File: src/design/lcg_pkg.sv
// Shared widths, register indexes, reset values and control structs of the LCG.
// Depends on nothing.
package lcg_pkg;

    localparam int VALUE_WIDTH   = 32;
    localparam int PROD_WIDTH    = 2 * VALUE_WIDTH;
    localparam int CNT_WIDTH     = $clog2(PROD_WIDTH);
    localparam int CFG_IDX_WIDTH = 2;

    typedef enum logic [CFG_IDX_WIDTH-1:0] {
        REG_SEED       = 2'd0,
        REG_MULTIPLIER = 2'd1,
        REG_INCREMENT  = 2'd2,
        REG_MODULUS    = 2'd3
    } t_reg_idx;

    localparam logic [VALUE_WIDTH-1:0] RST_SEED       = VALUE_WIDTH'(5);
    localparam logic [VALUE_WIDTH-1:0] RST_MULTIPLIER = VALUE_WIDTH'(5);
    localparam logic [VALUE_WIDTH-1:0] RST_INCREMENT  = VALUE_WIDTH'(1);
    localparam logic [VALUE_WIDTH-1:0] RST_MODULUS    = VALUE_WIDTH'(16);

    typedef struct packed {
        logic load;      // request accepted: pick value, fill output register
        logic mul;       // form multiplier*value + increment
        logic div_step;  // one remainder bit
        logic div_last;  // final remainder bit, commit next value
    } t_ctrl_cmd;

    typedef struct packed {
        logic mod_zero;
    } t_ctrl_sts;

endpackage

File: src/design/lcg_req_if.sv
// Request channel: valid/ready with the restart flag.
// Depends on nothing.
interface lcg_req_if;
    logic valid;
    logic ready;
    logic restart;

    modport source (output valid, output restart, input ready);
    modport sink   (input valid, input restart, output ready);
endinterface

File: src/design/lcg_rsp_if.sv
// Result channel: valid/ready with the drawn value.
// Depends on lcg_pkg for the value width.
interface lcg_rsp_if;
    import lcg_pkg::*;
    logic                   valid;
    logic                   ready;
    logic [VALUE_WIDTH-1:0] random_value;

    modport source (output valid, output random_value, input ready);
    modport sink   (input valid, input random_value, output ready);
endinterface

File: src/design/lcg_cfg_if.sv
// Configuration write channel: valid/ready with register index and data.
// Depends on lcg_pkg for widths.
interface lcg_cfg_if;
    import lcg_pkg::*;
    logic                     valid;
    logic                     ready;
    logic [CFG_IDX_WIDTH-1:0] index;
    logic [VALUE_WIDTH-1:0]   data;

    modport source (output valid, output index, output data, input ready);
    modport sink   (input valid, input index, input data, output ready);
endinterface

File: src/design/lcg_ctrl.sv
// LCG controller: request handshake, output valid, and the multiply/remainder sequence.
// Depends on lcg_pkg.
module lcg_ctrl
    import lcg_pkg::*;
(
    input  logic      i_clk,
    input  logic      i_rst_n,
    input  logic      i_req_valid,
    output logic      o_req_ready,
    output logic      o_rsp_valid,
    input  logic      i_rsp_ready,
    input  t_ctrl_sts i_sts,
    output t_ctrl_cmd o_cmd
);

    typedef enum logic [2:0] {
        S_IDLE = 3'b001,
        S_MUL  = 3'b010,
        S_DIV  = 3'b100
    } t_state;

    t_state               r_state, n_state;
    logic [CNT_WIDTH-1:0] r_cnt, n_cnt;
    logic                 r_rsp_valid, n_rsp_valid;
    logic                 accept;
    logic                 last;

    assign o_req_ready = (r_state == S_IDLE) && (!r_rsp_valid || i_rsp_ready);
    assign accept      = i_req_valid && o_req_ready;
    assign last        = (r_cnt == CNT_WIDTH'(PROD_WIDTH - 1));
    assign o_rsp_valid = r_rsp_valid;

    always_comb begin
        o_cmd.load     = accept;
        o_cmd.mul      = (r_state == S_MUL);
        o_cmd.div_step = (r_state == S_DIV);
        o_cmd.div_last = (r_state == S_DIV) && last;
    end

    always_comb begin
        n_state     = r_state;
        n_cnt       = r_cnt;
        n_rsp_valid = r_rsp_valid;
        if (accept) begin
            n_rsp_valid = 1'b1;
        end else if (i_rsp_ready) begin
            n_rsp_valid = 1'b0;
        end
        case (r_state)
            S_IDLE: begin
                if (accept) begin
                    n_state = S_MUL;
                end
            end
            S_MUL: begin
                n_cnt   = '0;
                n_state = i_sts.mod_zero ? S_IDLE : S_DIV;
            end
            S_DIV: begin
                n_cnt = r_cnt + CNT_WIDTH'(1);
                if (last) begin
                    n_state = S_IDLE;
                end
            end
            default: begin
                n_state = S_IDLE;
            end
        endcase
    end

    always_ff @(posedge i_clk) begin
        if (!i_rst_n) begin
            r_state     <= S_IDLE;
            r_cnt       <= '0;
            r_rsp_valid <= 1'b0;
        end else begin
            r_state     <= n_state;
            r_cnt       <= n_cnt;
            r_rsp_valid <= n_rsp_valid;
        end
    end

endmodule

File: src/design/lcg_dp.sv
// LCG datapath: configuration registers, current value, multiply-add and
// bit-serial restoring remainder. Depends on lcg_pkg.
module lcg_dp
    import lcg_pkg::*;
(
    input  logic                     i_clk,
    input  logic                     i_rst_n,
    input  t_ctrl_cmd                i_cmd,
    output t_ctrl_sts                o_sts,
    input  logic                     i_restart,
    input  logic                     i_cfg_we,
    input  logic [CFG_IDX_WIDTH-1:0] i_cfg_index,
    input  logic [VALUE_WIDTH-1:0]   i_cfg_data,
    output logic [VALUE_WIDTH-1:0]   o_random_value
);

    logic [VALUE_WIDTH-1:0] r_seed, r_mult, r_inc, r_mod;
    logic [VALUE_WIDTH-1:0] r_cur;
    logic [VALUE_WIDTH-1:0] r_out;
    logic [PROD_WIDTH-1:0]  r_prod;
    logic [VALUE_WIDTH-1:0] r_rem;

    logic [VALUE_WIDTH-1:0] start_value;
    logic [PROD_WIDTH-1:0]  prod_sum;
    logic [VALUE_WIDTH:0]   trial;
    logic [VALUE_WIDTH:0]   trial_sub;
    logic [VALUE_WIDTH-1:0] n_rem;

    assign o_sts.mod_zero = (r_mod == '0);
    assign o_random_value = r_out;
    assign start_value    = i_restart ? r_seed : r_cur;

    // value < 2^W and multiplier, increment < 2^W keep the sum below 2^(2W)
    assign prod_sum = PROD_WIDTH'(r_mult) * PROD_WIDTH'(r_cur) + PROD_WIDTH'(r_inc);

    assign trial     = {r_rem, r_prod[PROD_WIDTH-1]};
    assign trial_sub = trial - {1'b0, r_mod};
    assign n_rem     = (trial >= {1'b0, r_mod}) ? trial_sub[VALUE_WIDTH-1:0]
                                                : trial[VALUE_WIDTH-1:0];

    always_ff @(posedge i_clk) begin
        if (!i_rst_n) begin
            r_seed <= RST_SEED;
            r_mult <= RST_MULTIPLIER;
            r_inc  <= RST_INCREMENT;
            r_mod  <= RST_MODULUS;
        end else if (i_cfg_we) begin
            case (t_reg_idx'(i_cfg_index))
                REG_SEED:       r_seed <= i_cfg_data;
                REG_MULTIPLIER: r_mult <= i_cfg_data;
                REG_INCREMENT:  r_inc  <= i_cfg_data;
                REG_MODULUS:    r_mod  <= i_cfg_data;
                default: begin
                end
            endcase
        end
    end

    always_ff @(posedge i_clk) begin
        if (!i_rst_n) begin
            r_cur <= RST_SEED;
        end else if (i_cmd.load) begin
            r_cur <= start_value;
        end else if (i_cmd.mul && o_sts.mod_zero) begin
            r_cur <= prod_sum[VALUE_WIDTH-1:0];
        end else if (i_cmd.div_last) begin
            r_cur <= n_rem;
        end
    end

    always_ff @(posedge i_clk) begin
        if (i_cmd.load) begin
            r_out <= start_value;
        end
        if (i_cmd.mul) begin
            r_prod <= prod_sum;
            r_rem  <= '0;
        end else if (i_cmd.div_step) begin
            r_prod <= {r_prod[PROD_WIDTH-2:0], 1'b0};
            r_rem  <= n_rem;
        end
    end

endmodule

File: src/design/linear_congruential_generator.sv
// Linear congruential generator. Each accepted request returns the current value
// (or the seed, when restart is set) in the cycle after acceptance, held in an
// output register until taken, and then advances the state to
// (multiplier*value + increment) mod modulus. A request occupies the engine for
// the accept step, the 32x32 multiply-add and the restoring remainder unit, which
// retires one product bit per cycle over the whole double-width product. With a
// modulus of zero the remainder is skipped and the low 32 bits are kept. A new
// request is taken once the engine is idle and the previous result has been taken
// or is taken in that cycle. Configuration writes are always accepted and must only
// occur while the generator is idle; a seed write takes effect at the next restart.
module linear_congruential_generator
    import lcg_pkg::*;
(
    input  logic   i_clk,
    input  logic   i_rst_n,
    lcg_req_if.sink   i_req,
    lcg_rsp_if.source o_rsp,
    lcg_cfg_if.sink   i_cfg
);

    t_ctrl_cmd cmd;
    t_ctrl_sts sts;

    assign i_cfg.ready = 1'b1;

    lcg_ctrl u_ctrl (
        .i_clk       (i_clk),
        .i_rst_n     (i_rst_n),
        .i_req_valid (i_req.valid),
        .o_req_ready (i_req.ready),
        .o_rsp_valid (o_rsp.valid),
        .i_rsp_ready (o_rsp.ready),
        .i_sts       (sts),
        .o_cmd       (cmd)
    );

    lcg_dp u_dp (
        .i_clk          (i_clk),
        .i_rst_n        (i_rst_n),
        .i_cmd          (cmd),
        .o_sts          (sts),
        .i_restart      (i_req.restart),
        .i_cfg_we       (i_cfg.valid),
        .i_cfg_index    (i_cfg.index),
        .i_cfg_data     (i_cfg.data),
        .o_random_value (o_rsp.random_value)
    );

endmodule

File: src/flat_wrapper.sv
// flat-port wrapper written by rule: the top's interface ports become plain ports
module linear_congruential_generator_flat import lcg_pkg::*;
  (i_clk, i_rst_n, i_req_valid, i_req_restart, i_req_ready, o_rsp_valid, o_rsp_random_value, o_rsp_ready, i_cfg_valid, i_cfg_index, i_cfg_data, i_cfg_ready);
  lcg_req_if i_req_i ();
  lcg_rsp_if o_rsp_i ();
  lcg_cfg_if i_cfg_i ();
  input  logic i_clk;
  input  logic i_rst_n;
  input wire logic [$bits(i_req_i.valid)-1:0] i_req_valid;
  input wire logic [$bits(i_req_i.restart)-1:0] i_req_restart;
  output wire logic [$bits(i_req_i.ready)-1:0] i_req_ready;
  output wire logic [$bits(o_rsp_i.valid)-1:0] o_rsp_valid;
  output wire logic [$bits(o_rsp_i.random_value)-1:0] o_rsp_random_value;
  input wire logic [$bits(o_rsp_i.ready)-1:0] o_rsp_ready;
  input wire logic [$bits(i_cfg_i.valid)-1:0] i_cfg_valid;
  input wire logic [$bits(i_cfg_i.index)-1:0] i_cfg_index;
  input wire logic [$bits(i_cfg_i.data)-1:0] i_cfg_data;
  output wire logic [$bits(i_cfg_i.ready)-1:0] i_cfg_ready;
  assign i_req_i.valid = i_req_valid;
  assign i_req_i.restart = i_req_restart;
  assign i_req_ready = i_req_i.ready;
  assign o_rsp_valid = o_rsp_i.valid;
  assign o_rsp_random_value = o_rsp_i.random_value;
  assign o_rsp_i.ready = o_rsp_ready;
  assign i_cfg_i.valid = i_cfg_valid;
  assign i_cfg_i.index = i_cfg_index;
  assign i_cfg_i.data = i_cfg_data;
  assign i_cfg_ready = i_cfg_i.ready;
  linear_congruential_generator u_core (.i_clk(i_clk), .i_rst_n(i_rst_n), .i_req(i_req_i), .o_rsp(o_rsp_i), .i_cfg(i_cfg_i));
endmodule
File: config.mk
export PLATFORM = sky130hd
export DESIGN_NAME = linear_congruential_generator_flat
export DESIGN_NICKNAME = d
export VERILOG_FILES = /design/src/design/lcg_pkg.sv /design/src/design/lcg_req_if.sv /design/src/design/lcg_rsp_if.sv /design/src/design/lcg_cfg_if.sv /design/src/design/lcg_ctrl.sv /design/src/design/lcg_dp.sv /design/src/design/linear_congruential_generator.sv /design/src/flat_wrapper.sv
export SDC_FILE = /design/constraint.sdc
export NUM_CORES = 2
export LEC_CHECK = 0
export BUFFER_PORTS_ARGS = -buffer_cell sky130_fd_sc_hd__buf_2
export CAP_MARGIN = 40
export CORE_AREA = 2 2 286 288
export DETAILED_ROUTE_END_ITERATION = 12
export DIE_AREA = 0 0 288 290
export GPL_TIMING_DRIVEN = 0
export PLACE_DENSITY = 0.76
export SLEW_MARGIN = 20
export SYNTH_ARGS = -nofsm -noshare
export SYNTH_HDL_FRONTEND = slang
export SYNTH_SLANG_ARGS = --single-unit
File: constraint.sdc
create_clock -name i_clk -period 8.4 [get_ports i_clk]
set_clock_uncertainty 0.15 [all_clocks]
set_input_delay 1.68 -clock i_clk [delete_from_list [all_inputs] [get_ports i_clk]]
set_output_delay 1.68 -clock i_clk [all_outputs]
set_load 0.01 [all_outputs]
==> impl_metrics.json <==
{
  "final_cell_mix": "997 x inv_1, 918 x fa_1, 883 x nand2_1",
  "io_pins": 75,
  "cp.required_ns": 8.72,
  "arrival_ns": 8.64,
  "swShare": 0.4743,
  "root_buffer": "clkbuf_16",
  "die_h_um": 290,
  "end_kind": "flop",
  "worstHoldPathCells": 2,
  "setup_tns_ns": 0,
  "pwr-share-seq": 0.242,
  "reg2reg_from": "u_core.u_dp.r_cur[10]$_SDFFE_PN0P_",
  "hpwl_um": 144800,
  "syn-cell-area_sq_mm": 0.04790,
  "mostFrequentLayoutCell": "inv_1",
  "ir_drop_uv": 179.6,
  "hp-class": "flop to flop",
  "reg2reg_setup_slack_ns": 0.08,
  "worstPathMaxFanout": 10,
  "share_comb_of_total_power": 0.556,
  "port_buffers": 71,
  "via_per_inst": 6.044,
  "syn_avg_cell_area_sq_um": 8.944,
  "relSlewSlack": 0.3846,
  "utilization": 0.6545,
  "total_power_mw": 7.230,
  "nFillCells": 6714,
  "worstMarginPinSlew_ns": 0.9181,
  "setup_viol": 0,
  "max-cap-violations": 0,
  "outcome": "finished clean",
  "clock_path_buffers": 3,
  "powerDensity_mw_per_mm2": 137.8,
  "antenna_found_initial": 16,
  "rsz0062_at_grt": "true",
  "drive_gt1_frac": 0.09507,
  "netlist_instances": 5356,
  "via_count": 39940,
  "reg2regPathDepth": 27,
  "wl_per_cell_um": 26.21,
  "fin_nets": 6783,
  "timing.final.crit_share": 0.9910,
  "htree_num_levels": 1,
  "dr.pass1.iters": 6,
  "drt.antenna.violating_nets": 0,
  "cts_sinks": 298,
  "setup.worst_path.class": "flop to flop",
  "cts_tree": "yes",
  "leakage_nw": 25.40,
  "routed_wirelength_um": 173200,
  "seq_area_frac_synth": 0.1446,
  "synth_nets": 6621,
  "synth-seq-cells": 298,
  "p_int_mw": 3.800,
  "ys.warnings.count": 0,
  "cts_buffers": 31,
  "grt_overflow_total": 0,
  "fmax_mhz": 120.1,
  "whs_endpoint": "u_core.u_dp.r_seed[6]$_SDFFE_PN0P_",
  "min_from": "u_core.u_dp.r_seed[6]$_SDFFE_PN0P_",
  "maxSlewViolCount": 0,
  "grt_first_pass_wirelength_um": 258700,
  "yosysUniqueCellTypes": 86,
  "synthArstFlopShare": 0,
  "rows": 104,
  "grt_util_all_layers": 0.4235,
  "die-area_sq_mm": 0.08352,
  "pwr-share-clk": 0.202,
  "initial_core_util": 0.5976,
  "reg2reg_to": "u_core.u_dp.r_prod[58]$_DFFE_PP_",
  "grt_max_degree": 57,
  "gp_congestion": 1.032,
  "synthFlopType": "dfxtp_1",
  "die_w_um": 288,
  "hold_violations": 0,
  "fin_crit_ns": 8.324,
  "critical_path.startpoint_type": "flop",
  "drt-initial-drc-count": 4391,
  "clk_pin_slew_ns": 0.07,
  "insertion_delay_ns": 0.62,
  "core-area_sq_mm": 0.08016,
  "drcViolationCount": 0,
  "syn_to_final_growth_pct": 9.526,
  "synth-edff-count": 96,
  "grt_pass1_vias": 40710,
  "p_switching_mw": 3.429
}
worst max-delay path by stage:
stage,from,end
4_1_cts,u_core.u_dp.r_mult[22]$_SDFFE_PN0P_,u_core.u_dp.r_prod[59]$_DFFE_PP_
6_report,u_core.u_dp.r_cur[10]$_SDFFE_PN0P_,u_core.u_dp.r_prod[58]$_DFFE_PP_
2_1_floorplan,u_core.u_dp.r_cur[0]$_SDFFE_PN1P_,u_core.u_dp.r_prod[57]$_DFFE_PP_
3_5_place_dp,u_core.u_dp.r_cur[10]$_SDFFE_PN0P_,u_core.u_dp.r_prod[56]$_DFFE_PP_
5_1_grt,u_core.u_dp.r_mult[10]$_SDFFE_PN0P_,u_core.u_dp.r_prod[58]$_DFFE_PP_
3_3_place_gp,u_core.u_dp.r_cur[11]$_SDFFE_PN0P_,u_core.u_dp.r_prod[56]$_DFFE_PP_
state kept, by name, indices dropped and copies added (netlist names):
signal and count:
u_core.u_dp.r_inc 32, u_core.u_ctrl.o_rsp_valid 1, u_core.u_dp.r_mod 32, u_core.u_dp.r_prod 64, u_core.u_dp.r_seed 32, u_core.u_ctrl.r_state 3
u_core.u_dp.r_rem 32, u_core.u_dp.r_mult 32, u_core.u_dp.o_random_value 32, u_core.u_ctrl.r_cnt 6, u_core.u_dp.r_cur 32
synth_stat cells (all sizes together) (10+ instances only):
cell type,number,area (sq um)
and3,24,150.1
o21ai,148,740.7
xor2,26,227.7
nand2,885,3322
xnor2,55,481.7
nand3,37,185.2
o21a,15,112.6
a21oi,278,1406
ha,296,3704
o21bai,25,187.7
a211oi,10,75.07
edfxtp,96,2883
a21o,59,442.9
nor2,60,232.7
and2,603,3772
dfxtp,202,4044
nand4,24,150.1
nor4,13,81.33
nor3,25,130.1
o221ai,10,87.58
inv,999,3750
a31oi,20,131.4
nor2b,11,68.82
fa,929,18600
mux2i,14,140.1
clkbuf,307,1152
o211ai,10,75.07
mux2,37,416.7
worst max-delay path, stage by stage (launching register included):
cell	delay (ns)
dfxtp_4	0.48
clkbuf_4	0.31
and2_1	0.17
fa_1	0.45
fa_1	0.57
inv_1	0.07
fa_1	0.50
fa_1	0.52
inv_1	0.06
fa_1	0.56
fa_1	0.44
fa_1	0.62
inv_1	0.08
fa_1	0.49
inv_1	0.04
ha_1	0.37
nand2_1	0.13
nor2_4	0.13
and3_2	0.25
nand4_1	0.11
buf_4	0.18
a211oi_4	0.25
buf_6	0.17
o21ai_2	0.08
a21oi_2	0.26
nor2_1	0.13
or4_1	0.49
nand3_1	0.08
final cells by class:
| cell class | instances | area (sq um) | share of cell area |
|---|---|---|---|
| timing repair buffer | 139 | 1111 | 0.02118 |
| clock inverter | 17 | 187.7 | 0.003577 |
| multi-input combinational | 3742 | 36330 | 0.6925 |
| tap | 1060 | 1326 | 0.02528 |
| clock buffer | 41 | 864.6 | 0.01648 |
| inverter | 1000 | 3756 | 0.07159 |
| sequential | 298 | 7066 | 0.1347 |
| buffer | 306 | 1812 | 0.03453 |
| antenna | 4 | 10.01 | 0.0001908 |
layer usage:
layer	up-vias	GRT usage	share of wire
met1	19840	0.5618	0.37
met2	2761	0.6254	0.43
li1	16700	-	-
met5	-	0	0.00044
met4	12	0.2276	0.069
met3	632	0.1267	0.13
through the flow:
stage,instances,setup WS (ns),hold slack [ns],instance area (sq um)
final,6607,0.07579,0.3082,52470
after global routing,6603,-0.09182,0.3215,52460
after CTS,6581,0.003459,0.3019,51870
after detailed placement,6527,-1.350,0.2928,50100
after global placement,6487,-1.459,0.2882,49590
after floorplan,5356,0.8284,0.2829,47900
timing repair:
item	CTS	global route
gates resized for setup	324	216
buffers inserted	4	20
pin swaps	8	24
hold buffers	0	0
endpoints found under the setup margin	50	30
power groups by stage:
stage               Sequential, mW  Combinational, mW  Clock, mW
finish                        1.75               4.02       1.46
global route                  1.74               4.23       1.51
CTS                           1.73               3.75       1.46
detailed placement            1.74               3.63          0
global placement              1.75               3.57          0
floorplan                     1.67               2.20          0
logic make-up after synthesis:
logic type	share of synthesized area
simple gates	0.1751
buf+inv	0.1034
fa+ha+maj	0.4655
compound gates	0.08486
flops	0.1446
xor+xnor	0.01481
mux	0.01162
other cells	0.00007828
Note: power is estimated with default switching activity, not from simulation.
